$ cat src/rtl/ttifq_pkg.sv
// Shared types and constants for the thread-tagged instruction queue.
// Used by the controller, the datapath, the top level and the checker.
package ttifq_pkg;

    localparam int DEPTH_DEF = 32;
    localparam int ID_W      = 16;
    localparam int THR_W     = 2;
    localparam int THREADS   = 4;
    // Bits of the squash mask that are counted in one cycle.
    localparam int CHUNK     = 8;

    localparam logic [2:0] FN_ADD        = 3'd0;
    localparam logic [2:0] FN_REMOVE     = 3'd1;
    localparam logic [2:0] FN_PEEK       = 3'd2;
    localparam logic [2:0] FN_SQUASH_ALL = 3'd3;
    localparam logic [2:0] FN_SQUASH_ONE = 3'd4;

    typedef struct packed {
        logic capture;     // latch the input transaction, clear scratch state
        logic do_add;      // append at the tail
        logic do_head;     // read the head entry
        logic pop_head;    // with do_head: remove it
        logic do_squash;   // clear matching live bits, start counting
        logic squash_one;  // with do_squash: match only the selected thread
        logic cnt_step;    // count one chunk of the squash mask
        logic load_result; // move the finished result to the output register
    } ttifq_cmd_t;

    typedef struct packed {
        logic [2:0] func;        // captured operation code
        logic       count_done;  // current chunk is the last one
        logic       res_blocked; // output register still holds a result
    } ttifq_sts_t;

endpackage

$ cat src/rtl/ttifq_ctrl.sv
// Controller state machine for the thread-tagged instruction queue.
// Depends on ttifq_pkg; drives commands into ttifq_dp.
module ttifq_ctrl
    import ttifq_pkg::*;
(
    input  logic       clk,
    input  logic       rst_n,
    input  logic       in_valid,
    output logic       in_stall,
    input  ttifq_sts_t sts,
    output ttifq_cmd_t cmd
);

    typedef enum logic [1:0] {S_IDLE, S_EXEC, S_COUNT, S_FINISH} state_t;

    state_t state_reg, state_next;
    logic   stall_reg, stall_next;

    always_comb
    begin
        state_next = state_reg;
        case (state_reg)
            S_IDLE:
            begin
                if (in_valid)
                begin
                    state_next = S_EXEC;
                end
            end
            S_EXEC:
            begin
                if (sts.func == FN_SQUASH_ALL || sts.func == FN_SQUASH_ONE)
                begin
                    state_next = S_COUNT;
                end
                else
                begin
                    state_next = S_FINISH;
                end
            end
            S_COUNT:
            begin
                if (sts.count_done)
                begin
                    state_next = S_FINISH;
                end
            end
            S_FINISH:
            begin
                if (!sts.res_blocked)
                begin
                    state_next = S_IDLE;
                end
            end
            default:
            begin
                state_next = S_IDLE;
            end
        endcase
        stall_next = (state_next != S_IDLE);
    end

    always_ff @(posedge clk or negedge rst_n)
    begin
        if (!rst_n)
        begin
            state_reg <= S_IDLE;
            stall_reg <= 1'b0;
        end
        else
        begin
            state_reg <= state_next;
            stall_reg <= stall_next;
        end
    end

    assign in_stall = stall_reg;

    always_comb
    begin
        cmd             = '0;
        cmd.capture     = (state_reg == S_IDLE) && in_valid;
        cmd.do_add      = (state_reg == S_EXEC) && (sts.func == FN_ADD);
        cmd.do_head     = (state_reg == S_EXEC) &&
                          (sts.func == FN_REMOVE || sts.func == FN_PEEK);
        cmd.pop_head    = (sts.func == FN_REMOVE);
        cmd.do_squash   = (state_reg == S_EXEC) &&
                          (sts.func == FN_SQUASH_ALL || sts.func == FN_SQUASH_ONE);
        cmd.squash_one  = (sts.func == FN_SQUASH_ONE);
        cmd.cnt_step    = (state_reg == S_COUNT);
        cmd.load_result = (state_reg == S_FINISH) && !sts.res_blocked;
    end

endmodule

$ cat src/rtl/ttifq_dp.sv
// Datapath of the thread-tagged instruction queue: id memory, tag and live
// bits, pointers, per-thread counts, squash counter and output register.
// Depends on ttifq_pkg; controlled by ttifq_ctrl.
module ttifq_dp
    import ttifq_pkg::*;
#(
    parameter int DEPTH = DEPTH_DEF,
    localparam int CNT_W = $clog2(DEPTH + 1)
)
(
    input  logic              clk,
    input  logic              rst_n,
    input  ttifq_cmd_t        cmd,
    output ttifq_sts_t        sts,
    input  logic [2:0]        func,
    input  logic [ID_W-1:0]   inst_id,
    input  logic              inst_present,
    input  logic [THR_W-1:0]  thread_sel,
    output logic              out_valid,
    input  logic              out_stall,
    output logic [CNT_W-1:0]  occupancy,
    output logic [ID_W-1:0]   head_id,
    output logic              head_present,
    output logic [THR_W-1:0]  head_thread,
    output logic [CNT_W-1:0]  squashed_count,
    output logic [CNT_W-1:0]  thread_count,
    output logic              error
);

    localparam int PTR_W  = $clog2(DEPTH);
    localparam int NCHUNK = (DEPTH + CHUNK - 1) / CHUNK;
    localparam int MASK_W = NCHUNK * CHUNK;
    localparam int CIDX_W = (NCHUNK > 1) ? $clog2(NCHUNK) : 1;
    localparam int PC_W   = $clog2(CHUNK + 1);

    // Captured transaction.
    logic [2:0]       func_reg;
    logic [ID_W-1:0]  id_reg;
    logic             pres_reg;
    logic [THR_W-1:0] thr_reg;

    // Queue state.
    logic [ID_W-1:0]  id_mem [DEPTH];
    logic [ID_W-1:0]  mem_q_reg;
    logic [THR_W-1:0] tag_reg [DEPTH];
    logic [DEPTH-1:0] live_reg, live_next;
    logic [PTR_W-1:0] head_reg, tail_reg;
    logic [CNT_W-1:0] fill_reg;
    logic [CNT_W-1:0] tcnt_reg [THREADS];

    // Per-transaction scratch.
    logic             err_reg, hval_reg, hlive_reg;
    logic [THR_W-1:0] hthr_reg;
    logic [CNT_W-1:0] sq_reg;
    logic [MASK_W-1:0] mask_reg;
    logic [CIDX_W-1:0] cidx_reg;

    // Output register.
    logic             ovld_reg;
    logic [CNT_W-1:0] occ_out_reg, sq_out_reg, tc_out_reg;
    logic [ID_W-1:0]  id_out_reg;
    logic             pres_out_reg, err_out_reg;
    logic [THR_W-1:0] thr_out_reg;

    logic             full, empty, wr_en, pop_en;
    logic [DEPTH-1:0] match;
    logic [PC_W-1:0]  chunk_cnt;
    logic [THR_W-1:0] head_tag;

    assign full     = (fill_reg == CNT_W'(DEPTH));
    assign empty    = (fill_reg == '0);
    assign wr_en    = cmd.do_add && !full && pres_reg;
    assign pop_en   = cmd.do_head && cmd.pop_head && !empty;
    assign head_tag = tag_reg[head_reg];

    function automatic logic [PTR_W-1:0] next_slot(input logic [PTR_W-1:0] p);
        next_slot = (p == PTR_W'(DEPTH - 1)) ? '0 : p + 1'b1;
    endfunction

    // Every live entry is held, so the live bits alone bound the squash.
    always_comb
    begin
        for (int i = 0; i < DEPTH; i++)
        begin
            match[i] = live_reg[i] && (!cmd.squash_one || tag_reg[i] == thr_reg);
        end
    end

    always_comb
    begin
        live_next = live_reg;
        if (cmd.do_squash)
        begin
            live_next = live_reg & ~match;
        end
        if (pop_en)
        begin
            live_next[head_reg] = 1'b0;
        end
        if (wr_en)
        begin
            live_next[tail_reg] = 1'b1;
        end
    end

    always_comb
    begin
        chunk_cnt = '0;
        for (int i = 0; i < CHUNK; i++)
        begin
            chunk_cnt = chunk_cnt + PC_W'(mask_reg[i]);
        end
    end

    // Id memory and tags: written at the tail, head read registered.
    always_ff @(posedge clk)
    begin
        if (wr_en)
        begin
            id_mem[tail_reg] <= id_reg;
        end
        if (cmd.do_head)
        begin
            mem_q_reg <= id_mem[head_reg];
        end
    end

    always_ff @(posedge clk)
    begin
        if (wr_en)
        begin
            tag_reg[tail_reg] <= thr_reg;
        end
        if (cmd.capture)
        begin
            func_reg <= func;
            id_reg   <= inst_id;
            pres_reg <= inst_present;
            thr_reg  <= thread_sel;
        end
        if (cmd.do_head)
        begin
            hlive_reg <= live_reg[head_reg];
            hthr_reg  <= head_tag;
        end
        if (cmd.load_result)
        begin
            occ_out_reg  <= fill_reg;
            tc_out_reg   <= tcnt_reg[thr_reg];
            id_out_reg   <= (hval_reg && hlive_reg) ? mem_q_reg : '0;
            pres_out_reg <= hval_reg && hlive_reg;
            thr_out_reg  <= hval_reg ? hthr_reg : '0;
            sq_out_reg   <= sq_reg;
            err_out_reg  <= err_reg;
        end
    end

    always_ff @(posedge clk or negedge rst_n)
    begin
        if (!rst_n)
        begin
            live_reg <= '0;
            head_reg <= '0;
            tail_reg <= '0;
            fill_reg <= '0;
            for (int t = 0; t < THREADS; t++)
            begin
                tcnt_reg[t] <= '0;
            end
            err_reg  <= 1'b0;
            hval_reg <= 1'b0;
            sq_reg   <= '0;
            mask_reg <= '0;
            cidx_reg <= '0;
            ovld_reg <= 1'b0;
        end
        else
        begin
            live_reg <= live_next;
            if (cmd.capture)
            begin
                err_reg  <= 1'b0;
                hval_reg <= 1'b0;
                sq_reg   <= '0;
            end
            if (cmd.do_add && full)
            begin
                err_reg <= 1'b1;
            end
            if (wr_en)
            begin
                tail_reg           <= next_slot(tail_reg);
                fill_reg           <= fill_reg + 1'b1;
                tcnt_reg[thr_reg]  <= tcnt_reg[thr_reg] + 1'b1;
            end
            if (cmd.do_head)
            begin
                hval_reg <= !empty;
                if (cmd.pop_head && empty)
                begin
                    err_reg <= 1'b1;
                end
            end
            if (pop_en)
            begin
                head_reg <= next_slot(head_reg);
                fill_reg <= fill_reg - 1'b1;
                if (tcnt_reg[head_tag] != '0)
                begin
                    tcnt_reg[head_tag] <= tcnt_reg[head_tag] - 1'b1;
                end
            end
            if (cmd.do_squash)
            begin
                mask_reg <= MASK_W'(match);
                cidx_reg <= '0;
            end
            else if (cmd.cnt_step)
            begin
                sq_reg   <= sq_reg + CNT_W'(chunk_cnt);
                mask_reg <= mask_reg >> CHUNK;
                cidx_reg <= cidx_reg + 1'b1;
            end
            if (cmd.load_result)
            begin
                ovld_reg <= 1'b1;
            end
            else if (ovld_reg && !out_stall)
            begin
                ovld_reg <= 1'b0;
            end
        end
    end

    assign sts.func        = func_reg;
    assign sts.count_done  = (cidx_reg == CIDX_W'(NCHUNK - 1));
    assign sts.res_blocked = ovld_reg && out_stall;

    assign out_valid      = ovld_reg;
    assign occupancy      = occ_out_reg;
    assign head_id        = id_out_reg;
    assign head_present   = pres_out_reg;
    assign head_thread    = thr_out_reg;
    assign squashed_count = sq_out_reg;
    assign thread_count   = tc_out_reg;
    assign error          = err_out_reg;

endmodule

$ cat src/rtl/thread_tagged_inst_fifo_squash.sv
// Top level of the thread-tagged instruction queue with squash.
// Depends on ttifq_pkg; instantiates ttifq_ctrl and ttifq_dp.
//
//   Channel  Handshake           Carries
//   input    in_valid/in_stall   func, inst_id, inst_present, thread_sel
//   output   out_valid/out_stall occupancy, head_id, head_present,
//                                head_thread, squashed_count, thread_count, error
//
// One transaction is worked on at a time. Add, remove, peek and the unused
// codes pass from an execute state to a finish state that loads their result,
// and the next transaction is accepted once the controller is back in idle.
// Squash inserts a count state between the two that counts one group of eight
// queue entries per step, because the squash count walks the cleared-entry
// mask eight bits per cycle. Reset is asynchronous and leaves the queue empty
// with all per-thread counts at zero. A new transaction is accepted while the
// previous result still waits in the output register; the block only holds its
// next result back until out_stall falls.
module thread_tagged_inst_fifo_squash
    import ttifq_pkg::*;
#(
    parameter int DEPTH = DEPTH_DEF,
    localparam int CNT_W = $clog2(DEPTH + 1)
)
(
    input  logic              clk,
    input  logic              rst_n,
    input  logic              in_valid,
    output logic              in_stall,
    input  logic [2:0]        func,
    input  logic [ID_W-1:0]   inst_id,
    input  logic              inst_present,
    input  logic [THR_W-1:0]  thread_sel,
    output logic              out_valid,
    input  logic              out_stall,
    output logic [CNT_W-1:0]  occupancy,
    output logic [ID_W-1:0]   head_id,
    output logic              head_present,
    output logic [THR_W-1:0]  head_thread,
    output logic [CNT_W-1:0]  squashed_count,
    output logic [CNT_W-1:0]  thread_count,
    output logic              error
);

    // The controller sequences each transaction; the datapath owns all
    // queue state and the output register.
    ttifq_cmd_t cmd;
    ttifq_sts_t sts;

    ttifq_ctrl u_ctrl (
        .clk      (clk),
        .rst_n    (rst_n),
        .in_valid (in_valid),
        .in_stall (in_stall),
        .sts      (sts),
        .cmd      (cmd)
    );

    ttifq_dp #(
        .DEPTH (DEPTH)
    ) u_dp (
        .clk            (clk),
        .rst_n          (rst_n),
        .cmd            (cmd),
        .sts            (sts),
        .func           (func),
        .inst_id        (inst_id),
        .inst_present   (inst_present),
        .thread_sel     (thread_sel),
        .out_valid      (out_valid),
        .out_stall      (out_stall),
        .occupancy      (occupancy),
        .head_id        (head_id),
        .head_present   (head_present),
        .head_thread    (head_thread),
        .squashed_count (squashed_count),
        .thread_count   (thread_count),
        .error          (error)
    );

endmodule

$ cat config.mk
export PLATFORM = sky130hd
export DESIGN_NAME = thread_tagged_inst_fifo_squash
export DESIGN_NICKNAME = d
export VERILOG_FILES = /design/src/rtl/ttifq_pkg.sv /design/src/rtl/ttifq_ctrl.sv /design/src/rtl/ttifq_dp.sv /design/src/rtl/thread_tagged_inst_fifo_squash.sv
export SDC_FILE = /design/constraint.sdc
export NUM_CORES = 1
export LEC_CHECK = 0
export BUFFER_PORTS_ARGS = -buffer_cell sky130_fd_sc_hd__buf_4
export CORE_MARGIN = 2
export CORE_UTILIZATION = 40
export CTS_BUF_LIST = sky130_fd_sc_hd__clkbuf_2 sky130_fd_sc_hd__clkbuf_4 sky130_fd_sc_hd__clkbuf_8
export CTS_CLUSTER_DIAMETER = 200
export DETAILED_ROUTE_END_ITERATION = 12
export PLACE_DENSITY_LB_ADDON = 0.1
export SYNTH_ARGS = -nofsm -noshare
export SYNTH_HDL_FRONTEND = slang
export SYNTH_SLANG_ARGS = --single-unit
$ cat constraint.sdc
create_clock -name clk -period 4.87 [get_ports clk]
set_clock_uncertainty 0.1 [all_clocks]
set_input_delay 0.2435 -clock clk [delete_from_list [all_inputs] [get_ports clk]]
set_output_delay 0.2435 -clock clk [all_outputs]
set_load 0.02 [all_outputs]
==> results of run 1 <==
[metal layers]
layer / wire length (um) / track usage [%] / share of wire (%) / up-vias
li1: - / - / - / 7714
met1: 35200 / 26.5 / 42 / 9249
met3: 3310 / 3.50 / 3.9 / 137
met4: 2330 / 7.12 / 2.8 / 0
met5: 0 / 0 / 0 / -
met2: 43100 / 35.6 / 51 / 456
[placed cells by master, fill, tap and decap left out, drive strengths merged, types with 3 or more instances in the layout]
cell,n
edfxtp,655
clkbuf,177
mux4,143
buf,140
dfrtp,118
o21ai,108
nor2,78
nand2,76
a22oi,75
mux2i,74
xor2,74
inv,42
clkinv,39
nand3,38
a21oi,36
o211ai,36
dlygate4sd3,27
ha,25
and3,22
nand4,17
nor3,17
o221ai,13
mux2,10
nand2b,9
a32o,9
xnor2,8
a21o,6
and2,6
fa,6
or2,5
nand3b,5
o22ai,4
o41ai,4
nor2b,3
clkinvlp,3
[final timing paths]
path	slack [ns]	cells past startpoint	start	to
worst min-delay path	0.08	2	inst_id[6]	u_dp.id_reg[6]
min in group asynchronous	0.43	4	rst_n	u_dp.tcnt_reg[11]
worst min register to register	0.38	0	u_dp.err_reg	u_dp.error
worst max-delay path	0.66	12	u_dp.head_reg[1]	u_dp.tcnt_reg[19]
worst max register to register	0.66	12	u_dp.head_reg[1]	u_dp.tcnt_reg[19]
max in group asynchronous	3.38	4	rst_n	u_dp.head_reg[1]
[worst max-delay path: stages (launching register included)]
cell      delay (ns)
dfrtp_4         0.77
mux2i_1         0.28
o221ai_1        0.14
and3_1          0.29
or4_4           0.72
mux2i_1         0.18
mux2i_1         0.23
inv_1           0.10
ha_1            0.18
and4bb_1        0.32
nor4_4          0.40
buf_4           0.22
mux2i_1         0.18
[kinds of logic after synthesis]
kind of cell    Yosys count  share of synthesized area (%)
xor+xnor                 82                           2.26
fa+ha+maj                31                           1.36
simple gates            289                           4.56
compound gates          300                           6.13
mux                     227                           12.8
buf+inv                 132                           1.79
flops                   773                           71.1
[report_power, final]
part	total (mW)	internal [mW]	leakage, nW	switching [mW]
Clock	5.65	2.97	1.33	2.68
Sequential	8.33	7.83	7.46	0.503
Combinational	4.07	1.82	3.61	2.24
[area by class of cell]
| class | count | area [sq um] |
|---|---|---|
| fillers | 6873 | 42100 |
| repair buffers | 167 | 1370 |
| inverters | 32 | 120 |
| well taps | 1050 | 1310 |
| clock buffers | 177 | 2200 |
| flip-flops and latches | 773 | 22600 |
| diodes | 2 | 5.00 |
| multi-input cells | 929 | 8780 |
| clock inverters | 52 | 328 |
[cell usage after synthesis (3+ instances only)]
library cell    n  area, sq um
nor2_1         78          293
mux2_2          6         67.6
a32o_1          9         90.1
and2_1          6         37.5
nand2_1        76          285
nand3b_1        5         37.5
inv_2           3         11.3
xnor2_1         8         70.1
xor2_1         74          648
and3_1         20          125
nor2b_1         3         18.8
fa_1            6          120
inv_1          29          109
clkbuf_1       69          259
a21oi_1        36          180
nor3_1         15         75.1
o221ai_1       13          114
o22ai_1         4         25.0
a22oi_1        74          556
nand3_1        38          190
o21ai_0       108          541
o211ai_1       34          255
ha_1           25          313
mux4_2        143         3220
dfrtp_1       118         2950
buf_6           5         56.3
buf_1          21         78.8
a21o_1          6         45.0
o41ai_1         4         35.0
buf_2           3         15.0
nand2b_1        9         56.3
nand4_1        17          106
mux2i_1        74          741
or2_2           5         31.3
edfxtp_1      655        19700
[timing repair]
item | in CTS | in global routing
hold buffers | 28 | 0
resized for setup | 0 | 0
endpoints found under the hold margin | 165 | 0
==> out/qor.txt, run 1 <==
status: completed
max-cap check violation count: 0
register area share after synthesis: 71.1%
number of flops mapped to enable cells by yosys: 655
Routed Antenna Nets: 0
Hold Violations, Final: 0
post-route cell area: 0.0367 sq mm
DR WL/cell: 26.4 um
largest net degree at the start of global routing: 107
CTS tree: yes
Critical Path RT: 5.47 ns
Die Y: 286 um
setup slack after layout: 0.655 ns
post-route insts no fill: 3182
Cell Area, Synth: 0.0318 sq mm
Area growth syn-to-layout: 15.5%
drt drc: 0
#FFs+latches synth: 773
crit-path max FO: 31
Sink Count: 773
number of buffers created by CTS: 133
PortBufs: 65
Worst Max-Slew Pin Slew: 1.16 ns
initial drt markers: 1484
Final Util: 46.6%
DRT Wirelength: 83900 um
Die Width: 286 um
Avg Cell Area, Syn: 17.4 sq um
Setup Buffers After CTS: 0
hold crit path type: input pin to flop
Core Area: 0.0789 sq mm
crit path time final: 4.21 ns
clk_lat worst skew: 0.78 ns
IO Pins: 66
Final HPWL DP: 52000 um
final critical-path share of the clock period: 86.5%
Vias: 17.6k
Setup CP Type: flop to flop
worst path arrival time: 4.81 ns
Min Hold Slack: 0.0816 ns
Place WS: 0.637 ns
first-pass GRT wire length: 123000 um
dpl cell area: 0.0339 sq mm
CP Capture Type: flop
clock-pin slew on the worst setup and hold paths: 0.06 ns
Mapped Nets: 1891
starting density of the core: 40.4%
vias in the first global route: 18.2k
VDD IR max: 0.000290 V
Final Max Slew Viols: 0
total gr overflow: 0
Ys Warns: 0
Synth cell types: 59
Startpoint Class: flop
row count: 103
mean number of vias per cell: 5.52
Design Power: 18.0 mW
cells after synthesis: 1834
Finish-stage setup viols: 0
gp weighted congestion: 0.885
Die ar.: 0.0818 sq mm
max reg flops: 512
Max Root-Sink Buffers: 3
dominant synthesized flop cell: edfxtp_1
Pleak: 12.4 nW
Total Routing Usage GR: 20.7%
Post-synth ARST share: 15.3%
Layout Nets: 2093
FMAX: 0.237 GHz
Placed Cells: 2923
RSZ-0062 raised after global routing: no
Slew HR: 22.9%
setup_tns: 0 ns
Pwr Density: 491 mW/mm^2
initial antenna violation count: 2
first drt pass iteration count: 6
root buf cell: clkbuf_8
layout cells sized above 1: 26.3%
H-tree levels: 4
Note: power is estimated with default switching activity, not from simulation.
==> run 2, diff against run 1 <==
- CTS_CLUSTER_DIAMETER: 200 -> not set
- PLACE_DENSITY_LB_ADDON: 0.1 -> not set
==> out/qor.txt, run 2 (same netlist as run 1, synthesis figures left out) <==
status: completed
max-cap check violation count: 0
gp weighted congestion: 0.853
clk_lat worst skew: 0.77 ns
max reg flops: 512
IO Pins: 66
Die ar.: 0.0818 sq mm
setup_tns: 0 ns
Design Power: 18.0 mW
root buf cell: clkbuf_8
Max stage delay cell, worst path: fa_1
VDD IR max: 0.000344 V
CP delay by family, top: adder cells
Met3 Wirelength: 4010 um
initial antenna violation count: 3
DRT Wirelength: 81700 um
Slew HR: 25.2%
Worst Max-Slew Pin Slew: 1.12 ns
PortBufs: 65
worst-path cell chain: ha_1 -> inv_1 -> fa_1 -> fa_1 -> fa_1 -> fa_1 -> inv_1 -> ha_1 -> a21o_1 -> a21oi_1 -> nor2b_1 -> o21ai_0 -> nor3_1 -> a21o_1 -> a22o_1
routed length on met2: 40700 um
R2R setup slack: 0.67 ns
critical path's most frequent cell: fa_1
row count: 103
vias in the first global route: 18.3k
crit path from: u_dp.mask_reg[0]
multi-input logic area: 0.00878 sq mm
P_sw: 5.39 mW
clock share of power: 31.0%
Total Routing Usage GR: 20.1%
clock-pin slew on the worst setup and hold paths: 0.07 ns
worst path arrival time: 4.72 ns
Die Width: 286 um
Buffers & Inverters on Critical Path: 2
Critical Path RT: 5.39 ns
Final HPWL DP: 50000 um
number of buffers created by CTS: 121
RSZ-0062 raised after global routing: no
WL met1: 34900 um
max incr delay on CP: 0.55 ns
Seq. cell area: 0.0226 sq mm
# fillers: 6783
setup slack after layout: 0.667 ns
Layout Nets: 2076
Hold Violations, Final: 0
first drt pass iteration count: 5
CTS tree: yes
mean number of vias per cell: 5.59
largest net degree at the start of global routing: 84
Core Area: 0.0789 sq mm
Die Y: 286 um
Routed Antenna Nets: 0
H-tree levels: 3
CP Capture Type: flop
Max Root-Sink Buffers: 3
Reg-to-Reg End: u_dp.sq_reg[5]
crit path time final: 4.20 ns
total gr overflow: 0
hold crit path type: input pin to async pin
DR WL/cell: 25.7 um
final critical-path share of the clock period: 86.3%
first-pass GRT wire length: 121000 um
Pwr Density: 491 mW/mm^2
Sink Count: 773
commonest cells after routing, fill and taps aside: 655 x edfxtp_1, 143 x mux4_2, 128 x buf_4
switch share: 29.9%
sequential power share: 46.2%
top sig layer: met4
initial drt markers: 1405
FMAX: 0.238 GHz
starting density of the core: 40.4%
Place WS: 0.649 ns
Crit. path cell count: 15
Setup CP Type: flop to flop
Area growth syn-to-layout: 15.4%
most common cell after layout, fill and taps aside: edfxtp_1
crit-path max FO: 2
Combinational Power Share: 22.8%
R2R Path Start: u_dp.mask_reg[0]
Vias: 17.7k
worst reg2reg path depth: 15
cell-internal power: 12.6 mW
Finish-stage setup viols: 0
drt drc: 0
Final Max Slew Viols: 0
Startpoint Class: flop
worst setup path end: u_dp.sq_reg[5]
Pleak: 12.4 nW
layout cells sized above 1: 25.6%
-- run 2: worst reg2reg max path: stages (launching register included) --
cell and delay, ns:
dfrtp_1 0.38, ha_1 0.28, inv_1 0.04, fa_1 0.49
fa_1 0.43, fa_1 0.43, fa_1 0.55, inv_1 0.06
ha_1 0.27, a21o_1 0.17, a21oi_1 0.22, nor2b_1 0.07
o21ai_0 0.20, nor3_1 0.07, a21o_1 0.16, a22o_1 0.17
-- run 2: worst min path at each step --
stage | from | endpoint | slack [ns] | cells after the start
4_1_cts | rst_n | u_dp.live_reg[10] | 0.005 | 2
6_report | rst_n | u_dp.head_reg[0] | 0.04 | 2
2_1_floorplan | rst_n | u_ctrl.in_stall | -0.15 | 0
5_1_grt | inst_id[7] | u_dp.id_reg[7] | 0.04 | 2
3_3_place_gp | rst_n | u_dp.live_reg[6] | 0.26 | 1
3_5_place_dp | rst_n | u_dp.mask_reg[7] | 0.27 | 1
-- run 2: repair_timing --
item	4_1_cts	5_1_grt
setup buffers	0	0
hold buffers	26	0
resized for setup	0	0
hold endpoints to repair	101	0
-- run 2: power by group through the flow --
stage               Sequential, mW  Clock, mW  Combinational (mW)
finish                        8.33       5.59                4.10
global route                  8.40       6.02                4.54
CTS                           8.33       5.71                4.18
detailed placement            8.46          0                4.15
global placement              8.43          0                4.10
floorplan                     8.33          0                3.06
-- run 2: stage by stage --
stage                     util (%)  hold slack [ns]  area, sq um  cells
after global routing          46.5           0.0388        36700   3172
after CTS                     46.5          0.00494        36700   3170
after global placement        43.1            0.260        34000   2920
final                         46.5           0.0382        36700   3172
after floorplan                  -           -0.152        31800   1834
after detailed placement      43.1            0.268        34000   2920
-- run 2: layout make-up --
cell class / count / area share, %
Antenna cell: 2 / 0.0136
Sequential cell: 773 / 61.6
Multi-Input combinational cell: 929 / 23.9
Tap cell: 1050 / 3.58
Clock inverter: 62 / 1.31
Clock buffer: 162 / 5.46
Timing Repair Buffer: 162 / 3.76
Inverter: 32 / 0.327
-- run 2: routing by layer --
layer  GRT usage, %  up-vias
li1               -     7697
met5              0        -
met3           3.39      112
met2           33.6      514
met4           6.01        0
met1           27.1     9408
